==> src/design/sopa_pkg.sv <==
// ----------------------------------------------------------------------------
// Sublattice order parameter package
// Widths, microcode types and the control program of the order parameter
// accumulator.
// ----------------------------------------------------------------------------
package sopa_pkg;

    localparam int COORD_W = 6;
    localparam int CODE_W  = 2;
    localparam int CNT_W   = 19;
    localparam int SPIN_W  = 20;
    localparam int NUM_W   = 22;
    localparam int MAG_W   = NUM_W - 1;
    localparam int FRAC_W  = 16;
    localparam int QUO_W   = 18;
    localparam int DVD_W   = 38;
    localparam int RES_W   = 16;
    localparam int NCLS    = 4;
    localparam int NSUB    = 4;
    localparam int CLS_W   = 2;
    localparam int DCNT_W  = 5;
    localparam int STEP_W  = 4;

    // Species and spin codes as they appear on the input.
    localparam logic [CODE_W-1:0] SPECIES_POS  = 2'b01;
    localparam logic [CODE_W-1:0] SPECIES_ZERO = 2'b00;
    localparam logic [CODE_W-1:0] SPECIES_NEG  = 2'b11;
    localparam logic [CODE_W-1:0] SPIN_UP      = 2'b01;

    // Result classes.
    localparam logic [CLS_W-1:0] CLS_POS     = 2'd0;
    localparam logic [CLS_W-1:0] CLS_ZERO_UP = 2'd1;
    localparam logic [CLS_W-1:0] CLS_ZERO_DN = 2'd2;
    localparam logic [CLS_W-1:0] CLS_NEG     = 2'd3;

    localparam logic [CNT_W-1:0]  CNT_MAX  = {CNT_W{1'b1}};
    localparam logic [SPIN_W-1:0] SPIN_MAX = {1'b0, {(SPIN_W-1){1'b1}}};
    localparam logic [SPIN_W-1:0] SPIN_MIN = {1'b1, {(SPIN_W-1){1'b0}}};
    localparam logic [RES_W-1:0]  Q15_MAX  = {1'b0, {(RES_W-1){1'b1}}};
    localparam logic [RES_W-1:0]  Q15_MIN  = {1'b1, {(RES_W-1){1'b0}}};
    localparam logic [QUO_W-1:0]  QUO_POS_LIM = QUO_W'(32767);
    localparam logic [QUO_W-1:0]  QUO_NEG_LIM = QUO_W'(32768);
    localparam logic [DCNT_W-1:0] DIV_STEPS_M1 = DCNT_W'(QUO_W - 1);

    typedef logic [STEP_W-1:0] step_t;

    typedef enum logic [2:0] {
        UOP_IDLE,
        UOP_LOAD,
        UOP_DIV,
        UOP_STORE,
        UOP_EMIT,
        UOP_CLEAR
    } uop_t;

    typedef enum logic [1:0] {
        SEL_M,
        SEL_X,
        SEL_Y,
        SEL_Z
    } sel_t;

    typedef enum logic [1:0] {
        COND_NEXT,
        COND_JUMP,
        COND_JUMP_MORE
    } cond_t;

    typedef struct packed {
        uop_t  uop;
        sel_t  sel;
        cond_t cond;
        step_t target;
    } ctrl_word_t;

    localparam step_t STEP_IDLE   = 4'd0;
    localparam step_t STEP_LOAD_X = 4'd4;
    localparam step_t STEP_CLEAR  = 4'd14;

    // Control program. Idle steps, divide steps and emit steps hold on
    // their own conditions; the cond field only chooses where to go next.
    function automatic ctrl_word_t ucode_rom(input step_t step);
        ctrl_word_t w;
        case (step)
            4'd0:    w = '{UOP_IDLE,  SEL_M, COND_NEXT,      STEP_IDLE};
            4'd1:    w = '{UOP_LOAD,  SEL_M, COND_NEXT,      STEP_IDLE};
            4'd2:    w = '{UOP_DIV,   SEL_M, COND_NEXT,      STEP_IDLE};
            4'd3:    w = '{UOP_STORE, SEL_M, COND_NEXT,      STEP_IDLE};
            4'd4:    w = '{UOP_LOAD,  SEL_X, COND_NEXT,      STEP_IDLE};
            4'd5:    w = '{UOP_DIV,   SEL_X, COND_NEXT,      STEP_IDLE};
            4'd6:    w = '{UOP_STORE, SEL_X, COND_NEXT,      STEP_IDLE};
            4'd7:    w = '{UOP_LOAD,  SEL_Y, COND_NEXT,      STEP_IDLE};
            4'd8:    w = '{UOP_DIV,   SEL_Y, COND_NEXT,      STEP_IDLE};
            4'd9:    w = '{UOP_STORE, SEL_Y, COND_NEXT,      STEP_IDLE};
            4'd10:   w = '{UOP_LOAD,  SEL_Z, COND_NEXT,      STEP_IDLE};
            4'd11:   w = '{UOP_DIV,   SEL_Z, COND_NEXT,      STEP_IDLE};
            4'd12:   w = '{UOP_STORE, SEL_Z, COND_NEXT,      STEP_IDLE};
            4'd13:   w = '{UOP_EMIT,  SEL_M, COND_JUMP_MORE, STEP_LOAD_X};
            4'd14:   w = '{UOP_CLEAR, SEL_M, COND_JUMP,      STEP_IDLE};
            default: w = '{UOP_CLEAR, SEL_M, COND_JUMP,      STEP_IDLE};
        endcase
        return w;
    endfunction

endpackage

==> src/design/sublattice_order_parameter_accum.sv <==
// ----------------------------------------------------------------------------
// Sublattice order parameter accumulator
// Counts lattice sites per class and sublattice and reports the X, Y and Z
// order parameters of each class and the mean magnetization in Q1.15 once per measurement.
// ----------------------------------------------------------------------------
// Usage:
// The s_ channel carries one lattice site per beat. While the block is idle it
// takes one site every cycle; each site bumps the spin sum, the site count and,
// if its species code is valid, one of sixteen class counters. A beat with
// s_last_site set closes the measurement and starts the microcoded sequencer,
// and s_ready stays low until the sequencer is done.
// The m_ channel then delivers four beats, one per class 0..3, the fourth with
// m_last_result set. Each result is registered once the divider has produced
// its quotients; the block is ready for the next measurement once the fourth
// result is registered and the state cleared, later if the receiver stalls.
// Thirteen quotients in all pass through the shared 18-step restoring divider:
// one for the magnetization and three per class.
// When m_ready is low, the sequencer waits at its emit step with the result
// held in the output register; nothing is lost or repeated.
// Reset clears the counters, the sums, the sequencer and the output valid.
// ----------------------------------------------------------------------------
module sublattice_order_parameter_accum
    import sopa_pkg::*;
(
    input  logic                     aclk,
    input  logic                     aresetn,

    input  logic                     s_valid,
    output logic                     s_ready,
    input  logic [COORD_W-1:0]       s_site_x,
    input  logic [COORD_W-1:0]       s_site_y,
    input  logic [COORD_W-1:0]       s_site_z,
    input  logic signed [CODE_W-1:0] s_species,
    input  logic signed [CODE_W-1:0] s_spin,
    input  logic                     s_last_site,

    output logic                     m_valid,
    input  logic                     m_ready,
    output logic [CLS_W-1:0]         m_class_index,
    output logic signed [RES_W-1:0]  m_x_order,
    output logic signed [RES_W-1:0]  m_y_order,
    output logic signed [RES_W-1:0]  m_z_order,
    output logic signed [RES_W-1:0]  m_magnetization,
    output logic                     m_last_result
);

    // Sequencer.
    step_t      step_reg, step_next;
    ctrl_word_t cw;

    // Accumulators. Row r of the counter array holds class r; the rows shift
    // toward row zero as each result is sent, which also clears them.
    logic [CNT_W-1:0]  cnt_reg  [NCLS][NSUB];
    logic [CNT_W-1:0]  cnt_next [NCLS][NSUB];
    logic [SPIN_W-1:0] spin_reg, spin_next;
    logic [CNT_W-1:0]  site_reg, site_next;
    logic [CLS_W-1:0]  cls_reg, cls_next;

    // Divider.
    logic              neg_reg, neg_next;
    logic [DVD_W-1:0]  rem_reg, rem_next;
    logic [DVD_W-1:0]  dsh_reg, dsh_next;
    logic [QUO_W-1:0]  quo_reg, quo_next;
    logic [DCNT_W-1:0] dcnt_reg, dcnt_next;

    // Stored results of the current class.
    logic [RES_W-1:0]  res_m_reg, res_x_reg, res_y_reg, res_z_reg;
    logic [RES_W-1:0]  res_value;

    // Output register.
    logic              m_valid_reg, m_valid_next;
    logic [CLS_W-1:0]  m_class_reg;
    logic [RES_W-1:0]  m_x_reg, m_y_reg, m_z_reg, m_m_reg;
    logic              m_last_reg;

    logic accept, start, out_free, emit_fire, hold;
    logic [NSUB-1:0]   sub_hit;
    logic [CLS_W-1:0]  sub_idx;
    logic [CLS_W-1:0]  cls_idx;
    logic              cls_ok;
    logic [SPIN_W:0]   spin_sum;
    logic signed [NUM_W-1:0] e [NSUB];
    logic signed [NUM_W-1:0] num_sel;
    logic [MAG_W-1:0]  num_mag;
    logic [DVD_W:0]    diff;
    logic              cnt_all_zero;

    assign cw        = ucode_rom(step_reg);
    assign s_ready   = (cw.uop == UOP_IDLE);
    assign accept    = s_valid && s_ready;
    assign start     = accept && s_last_site;
    assign out_free  = !m_valid_reg || m_ready;
    assign emit_fire = (cw.uop == UOP_EMIT) && out_free;

    // Next step: a step may hold, then it either falls through or jumps.
    always_comb begin
        hold = ((cw.uop == UOP_IDLE) && !start)
            || ((cw.uop == UOP_DIV) && (dcnt_reg != '0))
            || ((cw.uop == UOP_EMIT) && !out_free);
        step_next = STEP_W'(step_reg + 1'b1);
        if (hold) begin
            step_next = step_reg;
        end else begin
            case (cw.cond)
                COND_NEXT:      step_next = STEP_W'(step_reg + 1'b1);
                COND_JUMP:      step_next = cw.target;
                COND_JUMP_MORE: step_next = (cls_reg != CLS_NEG) ? cw.target
                                                                 : STEP_W'(step_reg + 1'b1);
                default:        step_next = STEP_IDLE;
            endcase
        end
    end

    // Site classification. The sublattice parity of x+y+z/2 is the XOR of
    // the low bits of x and y and bit one of z.
    always_comb begin
        sub_idx = {s_site_z[0], s_site_x[0] ^ s_site_y[0] ^ s_site_z[1]};
        cls_ok  = 1'b1;
        cls_idx = CLS_POS;
        case (s_species)
            SPECIES_POS:  cls_idx = CLS_POS;
            SPECIES_ZERO: cls_idx = (s_spin == SPIN_UP) ? CLS_ZERO_UP : CLS_ZERO_DN;
            SPECIES_NEG:  cls_idx = CLS_NEG;
            default:      cls_ok  = 1'b0;
        endcase
        for (int s = 0; s < NSUB; s++) begin
            sub_hit[s] = (sub_idx == CLS_W'(s));
        end
    end

    // Counters, spin sum and site count.
    always_comb begin
        cnt_next  = cnt_reg;
        spin_next = spin_reg;
        site_next = site_reg;
        cls_next  = cls_reg;
        spin_sum  = {spin_reg[SPIN_W-1], spin_reg}
                  + {{(SPIN_W+1-CODE_W){s_spin[CODE_W-1]}}, s_spin};
        if (accept) begin
            for (int r = 0; r < NCLS; r++) begin
                for (int s = 0; s < NSUB; s++) begin
                    if (cls_ok && (cls_idx == CLS_W'(r)) && sub_hit[s]
                        && (cnt_reg[r][s] != CNT_MAX)) begin
                        cnt_next[r][s] = cnt_reg[r][s] + 1'b1;
                    end
                end
            end
            if (spin_sum[SPIN_W] != spin_sum[SPIN_W-1]) begin
                spin_next = spin_sum[SPIN_W] ? SPIN_MIN : SPIN_MAX;
            end else begin
                spin_next = spin_sum[SPIN_W-1:0];
            end
            if (site_reg != CNT_MAX) begin
                site_next = site_reg + 1'b1;
            end
        end
        if (emit_fire) begin
            for (int r = 0; r < NCLS - 1; r++) begin
                cnt_next[r] = cnt_reg[r+1];
            end
            for (int s = 0; s < NSUB; s++) begin
                cnt_next[NCLS-1][s] = '0;
            end
            cls_next = cls_reg + 1'b1;
        end
        if (cw.uop == UOP_CLEAR) begin
            spin_next = '0;
            site_next = '0;
            cls_next  = CLS_POS;
        end
    end

    // Numerator selection from row zero of the counters.
    always_comb begin
        for (int s = 0; s < NSUB; s++) begin
            e[s] = $signed({{(NUM_W-CNT_W){1'b0}}, cnt_reg[0][s]});
        end
        case (cw.sel)
            SEL_M:   num_sel = $signed({{(NUM_W-SPIN_W){spin_reg[SPIN_W-1]}}, spin_reg});
            SEL_X:   num_sel = e[0] + e[1] - e[2] - e[3];
            SEL_Y:   num_sel = (e[0] - e[1]) <<< 1;
            SEL_Z:   num_sel = (e[2] - e[3]) <<< 1;
            default: num_sel = '0;
        endcase
        num_mag = num_sel[NUM_W-1] ? MAG_W'(-num_sel) : MAG_W'(num_sel);
    end

    // Restoring divider: quotient = (mag * 2^16 + N) / (2N), which rounds
    // mag * 2^15 / N to nearest with ties away from zero. Eighteen quotient
    // bits are enough; the top one set means the result saturates.
    always_comb begin
        neg_next  = neg_reg;
        rem_next  = rem_reg;
        dsh_next  = dsh_reg;
        quo_next  = quo_reg;
        dcnt_next = dcnt_reg;
        diff      = {1'b0, rem_reg} - {1'b0, dsh_reg};
        case (cw.uop)
            UOP_LOAD: begin
                neg_next  = num_sel[NUM_W-1];
                rem_next  = DVD_W'({num_mag, {FRAC_W{1'b0}}}) + DVD_W'(site_reg);
                dsh_next  = DVD_W'({site_reg, {QUO_W{1'b0}}});
                quo_next  = '0;
                dcnt_next = DIV_STEPS_M1;
            end
            UOP_DIV: begin
                if (!diff[DVD_W]) begin
                    rem_next = diff[DVD_W-1:0];
                end
                quo_next = {quo_reg[QUO_W-2:0], !diff[DVD_W]};
                dsh_next = dsh_reg >> 1;
                if (dcnt_reg != '0) begin
                    dcnt_next = dcnt_reg - 1'b1;
                end
            end
            default: begin
            end
        endcase
    end

    // Sign and saturation of the finished quotient.
    always_comb begin
        if (neg_reg) begin
            res_value = (quo_reg > QUO_NEG_LIM) ? Q15_MIN : RES_W'(~quo_reg[RES_W-1:0] + 1'b1);
        end else begin
            res_value = (quo_reg > QUO_POS_LIM) ? Q15_MAX : quo_reg[RES_W-1:0];
        end
    end

    always_comb begin
        m_valid_next = m_valid_reg;
        if (emit_fire) begin
            m_valid_next = 1'b1;
        end else if (m_ready) begin
            m_valid_next = 1'b0;
        end
    end

    always_comb begin
        cnt_all_zero = 1'b1;
        for (int r = 0; r < NCLS; r++) begin
            for (int s = 0; s < NSUB; s++) begin
                if (cnt_reg[r][s] != '0) begin
                    cnt_all_zero = 1'b0;
                end
            end
        end
    end

    // Control and accumulator state.
    always_ff @(posedge aclk) begin
        if (!aresetn) begin
            step_reg    <= STEP_IDLE;
            spin_reg    <= '0;
            site_reg    <= '0;
            cls_reg     <= CLS_POS;
            dcnt_reg    <= '0;
            m_valid_reg <= 1'b0;
            for (int r = 0; r < NCLS; r++) begin
                for (int s = 0; s < NSUB; s++) begin
                    cnt_reg[r][s] <= '0;
                end
            end
        end else begin
            step_reg    <= step_next;
            spin_reg    <= spin_next;
            site_reg    <= site_next;
            cls_reg     <= cls_next;
            dcnt_reg    <= dcnt_next;
            m_valid_reg <= m_valid_next;
            cnt_reg     <= cnt_next;
        end
    end

    // Datapath and output payload.
    always_ff @(posedge aclk) begin
        neg_reg <= neg_next;
        rem_reg <= rem_next;
        dsh_reg <= dsh_next;
        quo_reg <= quo_next;
        if (cw.uop == UOP_STORE) begin
            case (cw.sel)
                SEL_M:   res_m_reg <= res_value;
                SEL_X:   res_x_reg <= res_value;
                SEL_Y:   res_y_reg <= res_value;
                SEL_Z:   res_z_reg <= res_value;
                default: res_m_reg <= res_value;
            endcase
        end
        if (emit_fire) begin
            m_class_reg <= cls_reg;
            m_x_reg     <= res_x_reg;
            m_y_reg     <= res_y_reg;
            m_z_reg     <= res_z_reg;
            m_m_reg     <= res_m_reg;
            m_last_reg  <= (cls_reg == CLS_NEG);
        end
    end

    assign m_valid         = m_valid_reg;
    assign m_class_index   = m_class_reg;
    assign m_x_order       = $signed(m_x_reg);
    assign m_y_order       = $signed(m_y_reg);
    assign m_z_order       = $signed(m_z_reg);
    assign m_magnetization = $signed(m_m_reg);
    assign m_last_result   = m_last_reg;

    // The divide loop counts down by one per cycle until it leaves.
    a_div_count: assert property (@(posedge aclk) disable iff (!aresetn)
        (cw.uop == UOP_DIV) && (dcnt_reg != '0) |=> (dcnt_reg == $past(dcnt_reg) - 1'b1))
        else $error("divide step counter out of sequence");

    // The last site is counted before the sequencer starts, so N is never zero.
    a_site_nonzero: assert property (@(posedge aclk) disable iff (!aresetn)
        (cw.uop == UOP_LOAD) |-> (site_reg != '0))
        else $error("divide started with zero site count");

    // Sending the fourth class ends the program.
    a_last_emit: assert property (@(posedge aclk) disable iff (!aresetn)
        emit_fire && (cls_reg == CLS_NEG) |=> (step_reg == STEP_CLEAR))
        else $error("sequencer did not finish after the fourth result");

    // The counters, site count and spin sum are clear when the sequencer returns to idle.
    a_cleared: assert property (@(posedge aclk) disable iff (!aresetn)
        (cw.uop == UOP_CLEAR) |=> cnt_all_zero && (site_reg == '0) && (spin_reg == '0))
        else $error("state not cleared after a measurement");

endmodule
==> config.mk <==
export PLATFORM = sky130hd
export DESIGN_NAME = sublattice_order_parameter_accum
export DESIGN_NICKNAME = d
export VERILOG_FILES = /design/src/design/sopa_pkg.sv /design/src/design/sublattice_order_parameter_accum.sv
export SDC_FILE = /design/constraint.sdc
export NUM_CORES = 2
export LEC_CHECK = 0
export BUFFER_PORTS_ARGS = -buffer_cell sky130_fd_sc_hd__buf_2
export CELL_PAD_IN_SITES_DETAIL_PLACEMENT = 0
export CELL_PAD_IN_SITES_GLOBAL_PLACEMENT = 1
export CORE_ASPECT_RATIO = 0.9
export CORE_UTILIZATION = 46
export CTS_CLUSTER_SIZE = 16
export DETAILED_ROUTE_END_ITERATION = 8
export PLACE_DENSITY_LB_ADDON = 0.1
export SLEW_MARGIN = 10
export SYNTH_ARGS = -nofsm -noshare
export SYNTH_HDL_FRONTEND = slang
export SYNTH_SLANG_ARGS = --single-unit
==> constraint.sdc <==
create_clock -name aclk -period 12.7 [get_ports aclk]
set_input_delay 1.905 -clock aclk [delete_from_list [all_inputs] [get_ports aclk]]
set_output_delay 1.905 -clock aclk [all_outputs]
set_load 0.02 [all_outputs]
# Word level (Yosys, flattened, before mapping)
# Memories as Yosys holds them, arrays and structs flattened. A register that Yosys moved wholly into a read port is not among the register bits.
# Cells that the tools add are included.
totals:
  out_inout_bits: 69
  ram_bits: 0
  latch_bits: 0
  inputBits: 27
  reg_bits: 581
  n_memories: 1
  elab_cells: 251
  romBits: 128
classes:
  mux: 40
  eq_ne: 41
  div_mod_pow: 0
  n_reduce_logical: 97
  add_sub_neg: 30
  n_shift: 0
  magnitude_cmp: 2
  mul: 0
  n_bitwise: 4
mem_list:
  columns: ["name", "words", "word_bits", "read_ports", "rd_clocked_by_memory_dff", "wr", "line", "rtl"]
  rows:
  - ["(no name shown)", 16, 8, 1, 1, 0, "sopa_pkg.sv:84", "case (step)"]
op_table:
  columns: ["operator", "n"]
  rows:
  - ["$mux W304", 2]
  - ["$add A19 B1 Y19 const B", 17]
  - ["$ne A19 B19 Y1 const B", 17]
  - ["$mux W19", 16]
  - ["$pmux W38 S2", 2]
  - ["$pmux W22 S4", 1]
  - ["$mux W16", 3]
  - ["$reduce_and A2 Y1", 23]
  - ["$logic_and A1 B1 Y1", 42]
  - ["$mux W20", 2]
  - ["$sub A19 B19 Y20", 2]
  - ["$sub A38 B38 Y39", 1]
  - ["$add A37 B19 Y38", 1]
  - ["$mux W38", 1]
  - ["$pmux W18 S2", 1]
  - ["$reduce_bool A2 Y1", 15]
  - ["$sub A21 B20 Y22", 1]
  - ["$add A20 B2 Y21", 1]
  - ["$mux W21", 1]
  - ["$neg A21 Y21", 1]
  - ["$sub A20 B19 Y21", 1]
  - ["$add A19 B19 Y20", 1]
  - ["$eq A2 B2 Y1 const B", 9]
  - ["$gt A18 B15 Y1 const B", 1]
  - ["29 further kinds", 52]

# Depth between registers and ports, before layout
depth:
  word_depth: 10
  ltp_mapped: 39
  ltp_nobuf: 37

# Least setup slack after synthesis
# Ideal clock, no wire load.
synth_path:
  kind: "reg-to-reg"
  startpoint: "register cnt_reg[286] in the netlist's numbering"
  endpoint: "register rem_reg[35] (data pin)"
  t_arrival_ns: 6.873
  required_ns: 12.437
  period_less_slack_ns: 7.136
  setup_ns: 0.263
  stages_incl_launch_ff: 35
  path_slack_ns: 5.564
  path_cell_list: "dfxtp_1 -> inv_1 -> fa_1 -> fa_1 -> nor2b_1 -> o21ai_0 -> o221a_2 -> o211ai_1 -> and2_1 -> a21o_1 -> a21oi_1 -> xnor2_1 -> ha_1 -> a21oi_1 -> nand2_1 -> nand2_1 -> o211ai_1 -> o2111ai_1 -> o2111ai_1 -> and3_1 -> inv_1 -> clkbuf_1 -> buf_1 -> nor2_1 -> a21o_1 -> ha_1 -> a21o_1 -> a21o_1 -> nand3_1 -> or4_1 -> a21oi_1 -> nand3_1 -> nor4_2 -> mux2i_1 -> o21ai_1"
synth_via:
  word_cells_on_any_way: 9
  cone_classes: "6 x add/sub; 3 x mux"
synth_rtl:
  columns: ["element", "line", "rtl"]
  rows:
  - ["from (decl)", "sublattice_order_parameter_accum.sv:53", "logic [CNT_W-1:0] cnt_reg [NCLS][NSUB];"]
  - ["from (signal assigned)", "sublattice_order_parameter_accum.sv:271", "cnt_reg <= cnt_next;"]
  - ["$add A19 B19 Y20", "sublattice_order_parameter_accum.sv:180", "SEL_X: num_sel = e[0] + e[1] - e[2] - e[3];"]
  - ["$sub A20 B19 Y21", "sublattice_order_parameter_accum.sv:180", null]
  - ["$sub A21 B20 Y22", "sublattice_order_parameter_accum.sv:180", null]
  - ["$pmux W22 S4 *", "sublattice_order_parameter_accum.sv:178", "case (cw.sel)"]
  - ["via num_sel[21]", "sublattice_order_parameter_accum.sv:83", "logic signed [NUM_W-1:0] num_sel;"]
  - ["$mux W21 *", "sublattice_order_parameter_accum.sv:185", "num_mag = num_sel[NUM_W-1] ? MAG_W'(-num_sel) : MAG_W'(num_sel);"]
  - ["$add A37 B19 Y38 *", "sublattice_order_parameter_accum.sv:201", "rem_next = DVD_W'({num_mag, {FRAC_W{1'b0}}}) + DVD_W'(site_reg);"]
  - ["$pmux W38 S2 *", "sublattice_order_parameter_accum.sv:198", "case (cw.uop)"]
  - ["via rem_next[35]", "sublattice_order_parameter_accum.sv:61", "logic [DVD_W-1:0] rem_reg, rem_next;"]
  - ["to (signal assigned)", "sublattice_order_parameter_accum.sv:278", "rem_reg <= rem_next;"]
  - ["to (decl)", "sublattice_order_parameter_accum.sv:61", null]
# Mark *: on every way through the listed nets, which the timed path passes. The rest lies on a longest branch.
# A chain may end at the register's enable or synchronous reset.

# Final worst setup path
layout_path:
  startpoint: "register cnt_reg[286] in the netlist's numbering"
  endpoint: "register rem_reg[35] (data pin)"
layout_via:
  elab_chain_cells: 8
  word_cells_on_any_way: 9
  cone_classes: "6 x add/sub; 3 x mux"
layout_rtl:
  columns: ["element", "line"]
  rows:
  - ["$add A19 B19 Y20", "sublattice_order_parameter_accum.sv:180"]
  - ["$sub A20 B19 Y21", "sublattice_order_parameter_accum.sv:180"]
  - ["$sub A21 B20 Y22", "sublattice_order_parameter_accum.sv:180"]
  - ["$pmux W22 S4 *", "sublattice_order_parameter_accum.sv:178"]
  - ["$neg A21 Y21", "sublattice_order_parameter_accum.sv:185"]
  - ["$mux W21 *", "sublattice_order_parameter_accum.sv:185"]
  - ["$add A37 B19 Y38 *", "sublattice_order_parameter_accum.sv:201"]
  - ["$pmux W38 S2 *", "sublattice_order_parameter_accum.sv:198"]
  - ["via rem_next[35]", "sublattice_order_parameter_accum.sv:61"]
# Marks and branches as above.

==> flow_summary.yaml <==
cells_and_area:
  final_nets: 4315
  area_growth_pct: 10.2
  layout.cells.non_filler: 5173
  regArea_um2: 14000
  drive_above_1_share_pct: 6.39
  multiInputGateArea_um2: 20200
  fillers: 7300
  stdcell_area_um2: 39300
  final_cell_mix: "362 x nor2_1, 362 x dfxtp_1, 337 x nand2_1, 331 x o21ai_0, 248 x a21oi_1"
  largest_register_ffs: 304
  diodes: 0
sta:
  setup_violations: 0
  tns_ns: 0
  fin_skew_ns: 0.0495
  fmax_ghz: 0.116
  max_slew_margin_pct: 14.8
  fin_crit_ns: 8.64
  rsz0062_at_grt: "false"
  slew_violations: 0
  worst_pin_slew_ns: 1.27
  final_hold_viol_count: 0
  finalCritPeriodShare_pct: 68.1
drt:
  viasPerCell: 5.81
  drtAntennaViolNets: 0
  drc: 0
  dr.first_iter.drc_count: 2155
  dr_total_vias: 30051
  routedWlPerCell_um: 19.4
  first_pass_iters: 5
  wirelength_mm: 100
global_route:
  overflow: 0
  grt_start_max_net_pins: 98
  first_global_vias: 27755
  grt_pass1_wl_mm: 158
  antenna_found_initial: 3
  globalRouteTotalUtil_pct: 25.1
placement:
  port_buffers: 81
  gp_congestion: 0.906
  placed_cell_area_um2: 37000
  post-place-cells: 5055
  post-dp-hpwl_mm: 71.9
clock_tree:
  cts_tree: "done"
  cts_made_buffers: 66
  cts-resized-gates: 0
  clockBufferDepth: 3
  cts_sinks: 587
  insertion_delay_ns: 0.64
  postCtsHoldBufs: 0
  path_clk_slew_ns: 0.06
  cts_setup_buffers: 0
  h-tree-depth: 3
  cts-root-buf: "clkbuf_16"
power_and_ir_drop:
  p_leak_nw: 15.3
  pwr_density_cell_nw_per_um2: 180
  finalPower_w: 0.00709
  ir_worst_vdd_v: 0.000141
logic_synthesis:
  ys_warn_count: 0
  ys_seq_area_share_pct: 39.2
  synth-seq-cells: 587
  synthArstFlopShare_pct: 0
  synthCells: 4086
  netlist_area_um2: 35700
  avgSynthCellArea_um2: 8.73
  synth_ff_type: "dfxtp_1"
  synth-edff-count: 225
  syn_nets: 4307
  ys_types: 94
floorplanning:
  die_w_um: 296
  ios: 96
  row_count: 96
  die_y_um: 266
  fp.coreArea_um2: 76500
  start_util_pct: 46.6
  die_area_um2: 78700
critical_path:
  crit_type: "reg -> reg"
  r2r_slack_ns: 4.06
  slowest_stage: "inv_1"
  crit_fanout: 23
  crit_path_max_incr_delay_ns: 0.57
  arrival_ns: 8.99
  cp.required_ns: 13.04
  startpoint_type: "flip-flop"
  end_kind: "flip-flop"
outcome:
  outcome: "completed"
flow_run:
  cap_violations: 0
hold_path:
  hp-class: "reg -> reg"
cells by family (layout without fill, tap and decap cells):
group,Yosys count,count (layout),share of synthesized area [%]
DFF,587,587,39.2
and+or+nand+nor,1500,1500,21.3
AOI/OAI and AO/OA,1122,1122,20.7
xor gates and xnor gates,258,258,6.35
muxes,21,21,0.701
buffers and inverters,402,460,4.25
adders and majority gates,196,196,7.39
synthesized netlist by cell type, types with 11 or more instances:
| cell type | number | area share [%] |
|---|---|---|
| mux2i_1 | 16 | 0.45 |
| a221oi_1 | 97 | 2.4 |
| a31oi_1 | 39 | 0.68 |
| nor4_1 | 17 | 0.30 |
| nand4_1 | 60 | 1.1 |
| nor2b_1 | 145 | 2.5 |
| o211a_1 | 62 | 1.7 |
| ha_1 | 169 | 5.9 |
| o311ai_0 | 15 | 0.37 |
| a21oi_1 | 248 | 3.5 |
| nor2_1 | 362 | 3.8 |
| clkbuf_1 | 162 | 1.7 |
| or3_1 | 51 | 0.89 |
| o211ai_1 | 22 | 0.46 |
| a21boi_0 | 34 | 0.72 |
| a22oi_1 | 15 | 0.32 |
| nor3_1 | 86 | 1.2 |
| nor3b_1 | 67 | 1.4 |
| o2111ai_1 | 11 | 0.27 |
| xnor2_1 | 125 | 3.1 |
| nand2_1 | 341 | 3.6 |
| o21a_1 | 29 | 0.61 |
| xor2_1 | 132 | 3.2 |
| a21o_1 | 49 | 1.0 |
| a211oi_1 | 44 | 0.93 |
| and3_1 | 129 | 2.3 |
| fa_1 | 25 | 1.4 |
| and2_1 | 20 | 0.35 |
| o31ai_1 | 17 | 0.36 |
| o21bai_1 | 18 | 0.38 |
| edfxtp_1 | 225 | 19 |
| nand2b_1 | 28 | 0.49 |
| o21ai_0 | 331 | 4.6 |
| nand3_1 | 129 | 1.8 |
| inv_1 | 222 | 2.3 |
| dfxtp_1 | 362 | 20 |
area by class of cell:
| type | instances | area share, % |
|---|---|---|
| multi-input cells | 3097 | 51.4 |
| flip-flops and latches | 587 | 35.6 |
| clock buffers | 81 | 4.47 |
| well taps | 1029 | 3.28 |
| inverters | 225 | 2.17 |
| repair buffers | 117 | 1.73 |
| clock inverters | 37 | 1.32 |
power breakdown:
part           switching (W)  internal (W)  total, W
registers           0.000138       0.00228   0.00242
clock network       0.000841       0.00115   0.00199
logic                0.00167       0.00100   0.00267
per-layer routing:
layer  GRT usage, %  share of wire, %
met2           36.7                42
met1           38.3                51
met4           6.48               2.3
met5              0                 0
met3           3.60               5.1
stage by stage:
| stage | hold WS (ns) | utilization, % | setup WS, ns |
|---|---|---|---|
| floorplan | 0.400 | - | 5.56 |
| global placement | 0.401 | 48.4 | 4.22 |
| detailed placement | 0.405 | 48.4 | 4.20 |
| CTS | 0.417 | 51.4 | 4.11 |
| global route | 0.423 | 51.4 | 3.44 |
| finish | 0.416 | 51.4 | 4.06 |
path summary, 6_finish.rpt:
check                            startpoint                endpoint  cells past startpoint
hold / removal       res_z_reg[3]$_DFFE_PP_  m_z_order[3]$_DFFE_PP_                      0
hold reg to reg      res_z_reg[3]$_DFFE_PP_  m_z_order[3]$_DFFE_PP_                      0
setup reg to reg  cnt_reg[286]$_SDFFE_PN0P_   rem_reg[35]$_DFFE_PP_                     31
setup / recovery  cnt_reg[286]$_SDFFE_PN0P_   rem_reg[35]$_DFFE_PP_                     31
critical path, delay by kind of cell, from the launching register on:
family,cells,cell delay (ns)
compound gates,13,3.01
simple gates,8,1.93
fa+ha+maj,4,1.49
buf+inv,4,0.95
flops,1,0.49
mux,1,0.22
xor+xnor,1,0.21
Power figures use the tool's default switching activity.
